$ cat src/acs_pkg.sv
// ----------------------------------------------------------------------------
// acs_pkg: shared definitions for the accumulator CPU step block
// Opcode and status codes, counter width, default sizes and the ALU result
// record shared by the top level and the ALU.
// ----------------------------------------------------------------------------
package acs_pkg;

    // Program counter is one bit wider than a byte address so it can hold
    // the saturated end-of-memory value.
    localparam int PC_W = 9;

    localparam int ACS_MEM_DEPTH  = 256;
    localparam int ACS_START_ADDR = 80;

    // Item kinds on the input channel.
    localparam logic OP_WRITE = 1'b0;
    localparam logic OP_STEP  = 1'b1;

    // Instruction opcodes.
    localparam logic [7:0] OPC_HALT  = 8'h00;
    localparam logic [7:0] OPC_ADD   = 8'h40;
    localparam logic [7:0] OPC_SUB   = 8'h41;
    localparam logic [7:0] OPC_LOAD  = 8'h48;
    localparam logic [7:0] OPC_AND   = 8'h49;
    localparam logic [7:0] OPC_OR    = 8'h4A;
    localparam logic [7:0] OPC_XOR   = 8'h4B;
    localparam logic [7:0] OPC_NOT   = 8'h4C;
    localparam logic [7:0] OPC_SHL   = 8'h4D;
    localparam logic [7:0] OPC_SHR   = 8'h4E;
    localparam logic [7:0] OPC_INC   = 8'h4F;
    localparam logic [7:0] OPC_DEC   = 8'h50;
    localparam logic [7:0] OPC_DBL   = 8'h51;
    localparam logic [7:0] OPC_HALF  = 8'h52;
    localparam logic [7:0] OPC_ANDFF = 8'h53;
    localparam logic [7:0] OPC_ORFF  = 8'h54;

    typedef enum logic [1:0] {
        ST_OK      = 2'd0,
        ST_HALT    = 2'd1,
        ST_UNKNOWN = 2'd2,
        ST_STOPPED = 2'd3
    } acs_status_t;

    typedef struct packed {
        logic [7:0]  acc;
        logic        use_operand;
        logic        stop;
        acs_status_t status;
    } acs_alu_res_t;

endpackage

$ cat src/acs_ram.sv
// ----------------------------------------------------------------------------
// acs_ram: generic RAM, one write port and two registered read ports
// Reads return the contents from before a write to the same address in the
// same cycle.
// ----------------------------------------------------------------------------
module acs_ram #(
    parameter int   WIDTH = 8,
    parameter int   DEPTH = 256,
    localparam int  AW    = $clog2(DEPTH)
) (
    input  logic             aclk,
    input  logic             we,
    input  logic [AW-1:0]    waddr,
    input  logic [WIDTH-1:0] wdata,
    input  logic [AW-1:0]    raddr_a,
    input  logic [AW-1:0]    raddr_b,
    output logic [WIDTH-1:0] rdata_a,
    output logic [WIDTH-1:0] rdata_b
);

    logic [WIDTH-1:0] mem_reg [DEPTH];

    always_ff @(posedge aclk) begin
        if (we) begin
            mem_reg[waddr] <= wdata;
        end
        rdata_a <= mem_reg[raddr_a];
        rdata_b <= mem_reg[raddr_b];
    end

endmodule

$ cat src/acs_alu.sv
// ----------------------------------------------------------------------------
// acs_alu: opcode decode and 8-bit accumulator operation
// Produces the new accumulator, whether an operand byte is consumed, and the
// stop and status outcome of one instruction.
// ----------------------------------------------------------------------------
module acs_alu (
    input  logic [7:0]           acc,
    input  logic [7:0]           opcode,
    input  logic [7:0]           operand,
    output acs_pkg::acs_alu_res_t res
);

    import acs_pkg::*;

    always_comb begin
        res.acc         = acc;
        res.use_operand = opcode inside {OPC_ADD, OPC_SUB, OPC_LOAD,
                                         OPC_AND, OPC_OR, OPC_XOR};
        res.stop        = 1'b0;
        res.status      = ST_OK;
        case (opcode)
            OPC_HALT: begin
                res.stop   = 1'b1;
                res.status = ST_HALT;
            end
            OPC_ADD:   res.acc = acc + operand;
            OPC_SUB:   res.acc = acc - operand;
            OPC_LOAD:  res.acc = operand;
            OPC_AND:   res.acc = acc & operand;
            OPC_OR:    res.acc = acc | operand;
            OPC_XOR:   res.acc = acc ^ operand;
            OPC_NOT:   res.acc = ~acc;
            OPC_SHL:   res.acc = {acc[6:0], 1'b0};
            OPC_SHR:   res.acc = {1'b0, acc[7:1]};
            OPC_INC:   res.acc = acc + 8'd1;
            OPC_DEC:   res.acc = acc - 8'd1;
            OPC_DBL:   res.acc = {acc[6:0], 1'b0};
            OPC_HALF:  res.acc = {1'b0, acc[7:1]};
            OPC_ANDFF: res.acc = acc;
            OPC_ORFF:  res.acc = 8'hFF;
            default: begin
                res.stop   = 1'b1;
                res.status = ST_UNKNOWN;
            end
        endcase
    end

endmodule

$ cat src/accumulator_cpu_step.sv
// ----------------------------------------------------------------------------
// accumulator_cpu_step: one-instruction-per-item 8-bit accumulator processor
// An accepted item is held in the input register, executes, and its result is
// held in the result register. Throughput: one item per cycle while m_ready does
// not stall the result register; memory reads are prefetched.
// Reset clears the accumulator, loads the counter with START_ADDR, leaves the
// machine running and clears one valid bit per memory byte (no clearing pass).
// ----------------------------------------------------------------------------
module accumulator_cpu_step #(
    parameter int MEM_DEPTH  = acs_pkg::ACS_MEM_DEPTH,
    parameter int START_ADDR = acs_pkg::ACS_START_ADDR
) (
    input  logic                     aclk,
    input  logic                     aresetn,
    input  logic                     s_valid,
    output logic                     s_ready,
    input  logic                     s_op,
    input  logic [7:0]               s_addr,
    input  logic [7:0]               s_data,
    output logic                     m_valid,
    input  logic                     m_ready,
    output logic [acs_pkg::PC_W-1:0] m_instr_addr,
    output logic [7:0]               m_acc_value,
    output logic [1:0]               m_status
);

    import acs_pkg::*;

    localparam int             AW       = $clog2(MEM_DEPTH);
    localparam logic [PC_W-1:0] DEPTH_PC = PC_W'(MEM_DEPTH);
    localparam logic [PC_W-1:0] START_PC = PC_W'(START_ADDR);

    // Input register: holds one accepted item until it executes.
    logic             in_valid_reg;
    logic             in_op_reg;
    logic [7:0]       in_addr_reg;
    logic [7:0]       in_data_reg;

    // Architectural state.
    logic [7:0]       acc_reg, acc_next;
    logic [PC_W-1:0]  pc_reg, pc_next;
    logic             stopped_reg, stopped_next;

    // Result register.
    logic             out_valid_reg;
    logic [PC_W-1:0]  out_instr_addr_reg;
    logic [7:0]       out_acc_reg;
    acs_status_t      out_status_reg;

    // Memory side. The RAM holds no reset state, so each byte carries a valid
    // bit; a byte that was never written since reset reads as zero. The RAM is
    // read at the counter value the state will hold in the next cycle, so the
    // opcode and operand bytes are already registered when the next item runs.
    // A write in the same cycle to a prefetched address is forwarded.
    logic [MEM_DEPTH-1:0] valid_bits_reg;
    logic             v0_reg, v0_next;
    logic             v1_reg, v1_next;
    logic             fwd0_reg, fwd0_next;
    logic             fwd1_reg, fwd1_next;
    logic [7:0]       fwd_data_reg;
    logic [7:0]       ram_q0, ram_q1;

    logic             exec_fire;
    logic             wr_en;
    logic [AW-1:0]    w_idx;
    logic             addr_in_range;
    logic [PC_W-1:0]  pc_plus1;
    logic [PC_W-1:0]  rd1_pc;
    logic [AW-1:0]    idx0, idx1;
    logic             ok0, ok1;
    logic [7:0]       byte0, byte1;
    acs_status_t      status_next;
    acs_alu_res_t     alu_res;

    // The execute stage fires whenever it holds an item and the result register
    // is free or being emptied, so with m_ready high a new item can enter every cycle.
    assign exec_fire = in_valid_reg && (!out_valid_reg || m_ready);
    assign s_ready   = !in_valid_reg || exec_fire;

    // Opcode byte at the counter and operand byte just after it. The range
    // check is folded into the valid flags, so a byte past the end reads zero.
    assign byte0 = fwd0_reg ? fwd_data_reg : (v0_reg ? ram_q0 : 8'h00);
    assign byte1 = fwd1_reg ? fwd_data_reg : (v1_reg ? ram_q1 : 8'h00);

    assign pc_plus1      = pc_reg + PC_W'(1);
    assign addr_in_range = {1'b0, in_addr_reg} < DEPTH_PC;
    assign w_idx         = in_addr_reg[AW-1:0];

    acs_alu u_alu (
        .acc     (acc_reg),
        .opcode  (byte0),
        .operand (byte1),
        .res     (alu_res)
    );

    // Execute one item against the current state.
    always_comb begin
        acc_next     = acc_reg;
        pc_next      = pc_reg;
        stopped_next = stopped_reg;
        status_next  = ST_OK;
        wr_en        = 1'b0;
        if (exec_fire) begin
            if (in_op_reg == OP_WRITE) begin
                // Writes succeed even on a stopped machine; out of range is dropped.
                wr_en = addr_in_range;
            end else if (stopped_reg) begin
                status_next = ST_STOPPED;
            end else if (pc_reg >= DEPTH_PC) begin
                // Ran off the end of memory: stop without fetching.
                stopped_next = 1'b1;
                status_next  = ST_STOPPED;
            end else begin
                acc_next     = alu_res.acc;
                stopped_next = alu_res.stop;
                status_next  = alu_res.status;
                // The counter moves past the opcode, then past the operand
                // when one is used, saturating at the end of memory.
                if (alu_res.use_operand && (pc_plus1 < DEPTH_PC)) begin
                    pc_next = pc_plus1 + PC_W'(1);
                end else begin
                    pc_next = pc_plus1;
                end
            end
        end
    end

    // Prefetch addresses for the next cycle.
    always_comb begin
        rd1_pc    = pc_next + PC_W'(1);
        ok0       = pc_next < DEPTH_PC;
        ok1       = rd1_pc < DEPTH_PC;
        idx0      = pc_next[AW-1:0];
        idx1      = rd1_pc[AW-1:0];
        v0_next   = ok0 && valid_bits_reg[idx0];
        v1_next   = ok1 && valid_bits_reg[idx1];
        fwd0_next = wr_en && ok0 && (w_idx == idx0);
        fwd1_next = wr_en && ok1 && (w_idx == idx1);
    end

    acs_ram #(
        .WIDTH (8),
        .DEPTH (MEM_DEPTH)
    ) u_ram (
        .aclk    (aclk),
        .we      (wr_en),
        .waddr   (w_idx),
        .wdata   (in_data_reg),
        .raddr_a (idx0),
        .raddr_b (idx1),
        .rdata_a (ram_q0),
        .rdata_b (ram_q1)
    );

    // Input register.
    always_ff @(posedge aclk) begin
        if (!aresetn) begin
            in_valid_reg <= 1'b0;
        end else if (s_ready) begin
            in_valid_reg <= s_valid;
        end
        if (s_valid && s_ready) begin
            in_op_reg   <= s_op;
            in_addr_reg <= s_addr;
            in_data_reg <= s_data;
        end
    end

    // Processor state, memory valid bits and prefetch flags.
    always_ff @(posedge aclk) begin
        if (!aresetn) begin
            acc_reg        <= 8'h00;
            pc_reg         <= START_PC;
            stopped_reg    <= 1'b0;
            valid_bits_reg <= '0;
            v0_reg         <= 1'b0;
            v1_reg         <= 1'b0;
            fwd0_reg       <= 1'b0;
            fwd1_reg       <= 1'b0;
        end else begin
            acc_reg     <= acc_next;
            pc_reg      <= pc_next;
            stopped_reg <= stopped_next;
            if (wr_en) begin
                valid_bits_reg[w_idx] <= 1'b1;
            end
            v0_reg   <= v0_next;
            v1_reg   <= v1_next;
            fwd0_reg <= fwd0_next;
            fwd1_reg <= fwd1_next;
        end
        fwd_data_reg <= in_data_reg;
    end

    // Result register: the instruction address is the counter before the item.
    always_ff @(posedge aclk) begin
        if (!aresetn) begin
            out_valid_reg <= 1'b0;
        end else if (exec_fire) begin
            out_valid_reg <= 1'b1;
        end else if (m_ready) begin
            out_valid_reg <= 1'b0;
        end
        if (exec_fire) begin
            out_instr_addr_reg <= pc_reg;
            out_acc_reg        <= acc_next;
            out_status_reg     <= status_next;
        end
    end

    assign m_valid      = out_valid_reg;
    assign m_instr_addr = out_instr_addr_reg;
    assign m_acc_value  = out_acc_reg;
    assign m_status     = 2'(out_status_reg);

`ifndef NO_ASSERTIONS
    // The counter saturates at the end of memory.
    a_pc_bound: assert property (@(posedge aclk) disable iff (!aresetn)
        pc_reg <= DEPTH_PC)
        else $error("program counter beyond end of memory");

    // A stopped machine stays stopped until reset.
    a_stop_sticky: assert property (@(posedge aclk) disable iff (!aresetn)
        stopped_reg |=> stopped_reg)
        else $error("stopped machine restarted");

    // A halt or unknown opcode result always leaves the machine stopped.
    a_stop_on_fault: assert property (@(posedge aclk) disable iff (!aresetn)
        exec_fire && (status_next == ST_HALT || status_next == ST_UNKNOWN)
        |=> stopped_reg)
        else $error("halt or unknown opcode did not stop the machine");

    // A held result is never overwritten before it is taken.
    a_no_overwrite: assert property (@(posedge aclk) disable iff (!aresetn)
        out_valid_reg && !m_ready |-> !exec_fire)
        else $error("result register overwritten while stalled");
`endif

endmodule
$ cat config.mk
export PLATFORM = sky130hd
export DESIGN_NAME = accumulator_cpu_step
export DESIGN_NICKNAME = d
export VERILOG_FILES = /design/src/acs_pkg.sv /design/src/acs_ram.sv /design/src/acs_alu.sv /design/src/accumulator_cpu_step.sv
export SDC_FILE = /design/constraint.sdc
export NUM_CORES = 2
export LEC_CHECK = 0
export BUFFER_PORTS_ARGS = -buffer_cell sky130_fd_sc_hd__buf_2
export CORE_MARGIN = 10
export CORE_UTILIZATION = 43
export DETAILED_ROUTE_END_ITERATION = 12
export GPL_TIMING_DRIVEN = 0
export HOLD_SLACK_MARGIN = 0.05
export PLACE_DENSITY = 0.67
export RECOVER_POWER = 25
export SYNTH_ARGS = -nofsm -noshare
export SYNTH_HDL_FRONTEND = slang
export SYNTH_HIERARCHICAL = 1
export SYNTH_SLANG_ARGS = --single-unit
export TNS_END_PERCENT = 1
$ cat constraint.sdc
create_clock -name aclk -period 18.6 [get_ports aclk]
set_input_delay 1.86 -clock aclk [delete_from_list [all_inputs] [get_ports aclk]]
set_output_delay 1.86 -clock aclk [all_outputs]
set_load 0.01 [all_outputs]
==> reports/qor.yml <==
synth_edf_count: 2084
final_cell_area_um2: 130000
worst_ir_drop_vdd_mv: 0.0712
final_cell_mix: "edfxtp_1 (2084), mux4_2 (1128), nand2_1 (566), nor2_1 (333), mux2i_1 (316)"
num_vias: 83988
violations: "max-capacitance violations, max-slew violations"
antenna_found_initial: 83
crit_arrival_ps: 12720
gp_congestion: 1.09
final_core_util: 0.490
drt-vias-per-instance: 7.57
drt_iter0_drc: 17551
route.detailed.drc: 0
io_buffers: 41
tightestPinTransition_ps: 1800
power_density_nw_per_um2: 103
synthMuxAreaShare: 0.254
syn_area_per_cell_um2: 16.7
yosys-top-cells-area: "edfxtp_1 (55%), mux4_2 (22%), dfxtp_1 (5.3%)"
leakage_nw: 40.7
synth_top_family_by_area: "multiplexers"
ys_async_sr_fraction: 0
grt_util_met2: 0.530
cts_tree: "built"
clkTransAtPathRegs_ps: 60
yosys_warnings: 6
wl_per_cell_um: 51.9
io_pins: 42
crit_type: "flop to flop"
die_h_um: 536
ys_ff_latch: 2388
hold_violations: 0
cts-root-buf: "clkbuf_16"
first_global_vias: 76426
yosys.area.top_type: "edfxtp_1"
min_delay_path_depth: 0
synthAdderAreaFrac: 0.00334
place_area_um2: 122000
detail-route-antenna-nets: 0
clock_latency_ps: 970
seq_area_frac_synth: 0.599
fillers: 22077
dieArea_um2: 288000
syn-num-nets: 6897
synth_cell_type_count: 101
gr-total-overflow: 0
grt_util_met3: 0.205
rsz0062_at_grt: "no"
wl_mm: 575
rows: 189
grtUsageMet1: 0.465
netlist.area_leader.share: 0.546
dp_hpwl_mm: 409
critPathMaxFanout: 11
grt_first_pass_wirelength_mm: 740
h-tree-depth: 5
status: "finished with violations"
dr.pass1.iters: 12
reg2reg_from: "fwd0_reg"
skew_ps: 59.6
max_freq_ghz: 0.0828
crit_start: "fwd0_reg"
initial_core_util: 0.432
synthSimpleGateAreaFrac: 0.0535
mostFrequentLayoutCell: "edfxtp_1"
drv_cap: 48
drv_slew: 501
gr-max-usage-layer: "met2"
synth_compound_area_frac: 0.0563
cts_buffer_depth: 4
cts.sinks: 2388
endpoint_kind: "flop"
fin_nets: 7321
synthXorXnorAreaFrac: 0.00259
critPathLaunchType: "flop"
cts_made_buffers: 275
ys.flop_type: "edfxtp_1"
grt_use_total: 0.390
largest_reg_flops: 2048
netlist_instances: 6846
r2r-end: "u_ram/rdata_a[2]"
grt_max_degree: 38
ff2ff_path_depth: 23
coreArea_um2: 265000
worstHoldEndpoint: "m_instr_addr[3]"
hold_buffers: 0
synthToLayoutAreaGrowth_pct: 13.3
setup_viol: 0
slew_headroom: -0.200
die_w_um: 536
post-route-period-util: 0.650
finalSetupTns_ps: 0
cts.repair.resized: 0
cts_setup_buffers: 0
stdcell_count: 11089
holdCritStartpoint: "pc_reg[3]"
syn_area_um2: 115000
hold_path_class: "flop to flop"
drive_gt1_frac: 0.277
worstPathRequired_ps: 19240
post-place-cells: 10523
min_period_ps: 12080
ff2ff_setup_slack_ps: 6520
kinds of logic after synthesis:
logic type      after synthesis
flops                      2388
mux                        1493
simple gates               1352
compound gates              949
buf+inv                     604
xor+xnor                     30
fa+ha+maj                    30
where the power goes:
| part | switching, mW | total (mW) | internal (mW) | leakage (nW) |
|---|---|---|---|---|
| registers | 0.0166 | 5.86 | 5.84 | 21.2 |
| logic | 1.41 | 2.05 | 0.633 | 15.3 |
| clock network | 2.34 | 5.42 | 3.09 | 4.24 |
layout make-up:
cell class                      instances  area (µm²)  share of cell area
Buffer                                555        3440              0.0265
Sequential cell                      2388       68700               0.529
Inverter                               49         191             0.00147
Timing Repair Buffer                  147        1760              0.0135
Tap cell                             3533        4420              0.0340
Clock buffer                          345        7290              0.0562
Multi-Input combinational cell       3854       42400               0.327
Clock inverter                        132        1420              0.0109
Antenna cell                           86         215             0.00166
how the worst max path moves through the flow:
stage,to,slack [ps],depth (start not counted)
final,u_ram/rdata_a[2],6520,23
after global routing,u_ram/rdata_a[2],7290,23
after CTS,u_ram/rdata_b[6],7580,27
after detailed placement,u_ram/rdata_b[6],7420,24
after global placement,u_ram/rdata_b[6],5980,22
after floorplan,u_ram/rdata_b[7],12350,22
worst max-delay path, stage by stage, from the launching register on:
cell,delay (ps)
dfxtp_1,310
clkbuf_1,330
nor2b_1,210
a22o_1,300
nor4b_4,450
o211a_1,360
nor2b_1,280
a311oi_4,210
or3_4,460
inv_4,210
buf_4,270
buf_2,470
buf_2,520
buf_2,670
buf_2,670
buf_4,570
buf_4,550
buf_2,970
mux2i_1,280
a2bb2oi_1,110
a221oi_1,1310
nand3_1,1000
o21ai_0,670
a211oi_1,420
layer usage:
metal	wire length [µm]	share of wire
met3	99500	0.17
met1	188000	0.33
met2	231000	0.40
met4	55700	0.097
met5	620	0.0011
synth_stat cells (16+ instances only):
cell / count
a211oi_1: 46
a21oi_1: 102
a221oi_1: 38
a22o_1: 38
a22oi_1: 76
and2_1: 28
and3_1: 17
buf_1: 30
buf_2: 133
buf_4: 51
buf_6: 52
buf_8: 35
clkbuf_1: 246
dfxtp_1: 304
edfxtp_1: 2084
ha_1: 29
inv_1: 39
mux2_2: 49
mux2i_1: 316
mux4_2: 1128
nand2_1: 566
nand2b_1: 16
nand3_1: 157
nand4_1: 29
nor2_1: 341
nor2b_1: 49
nor3_1: 47
o211ai_1: 18
o21ai_0: 313
o221ai_1: 74
o22ai_1: 60
xnor2_1: 23
stage by stage:
stage,setup WS [ps],total power [mW],hold WS [ps]
floorplan,12350,6.91,403
global route,7290,13.4,444
CTS,7580,13.2,428
detailed placement,7420,7.88,415
finish,6520,13.3,430
global placement,5980,7.84,416
(Power assumes the default switching activity.)
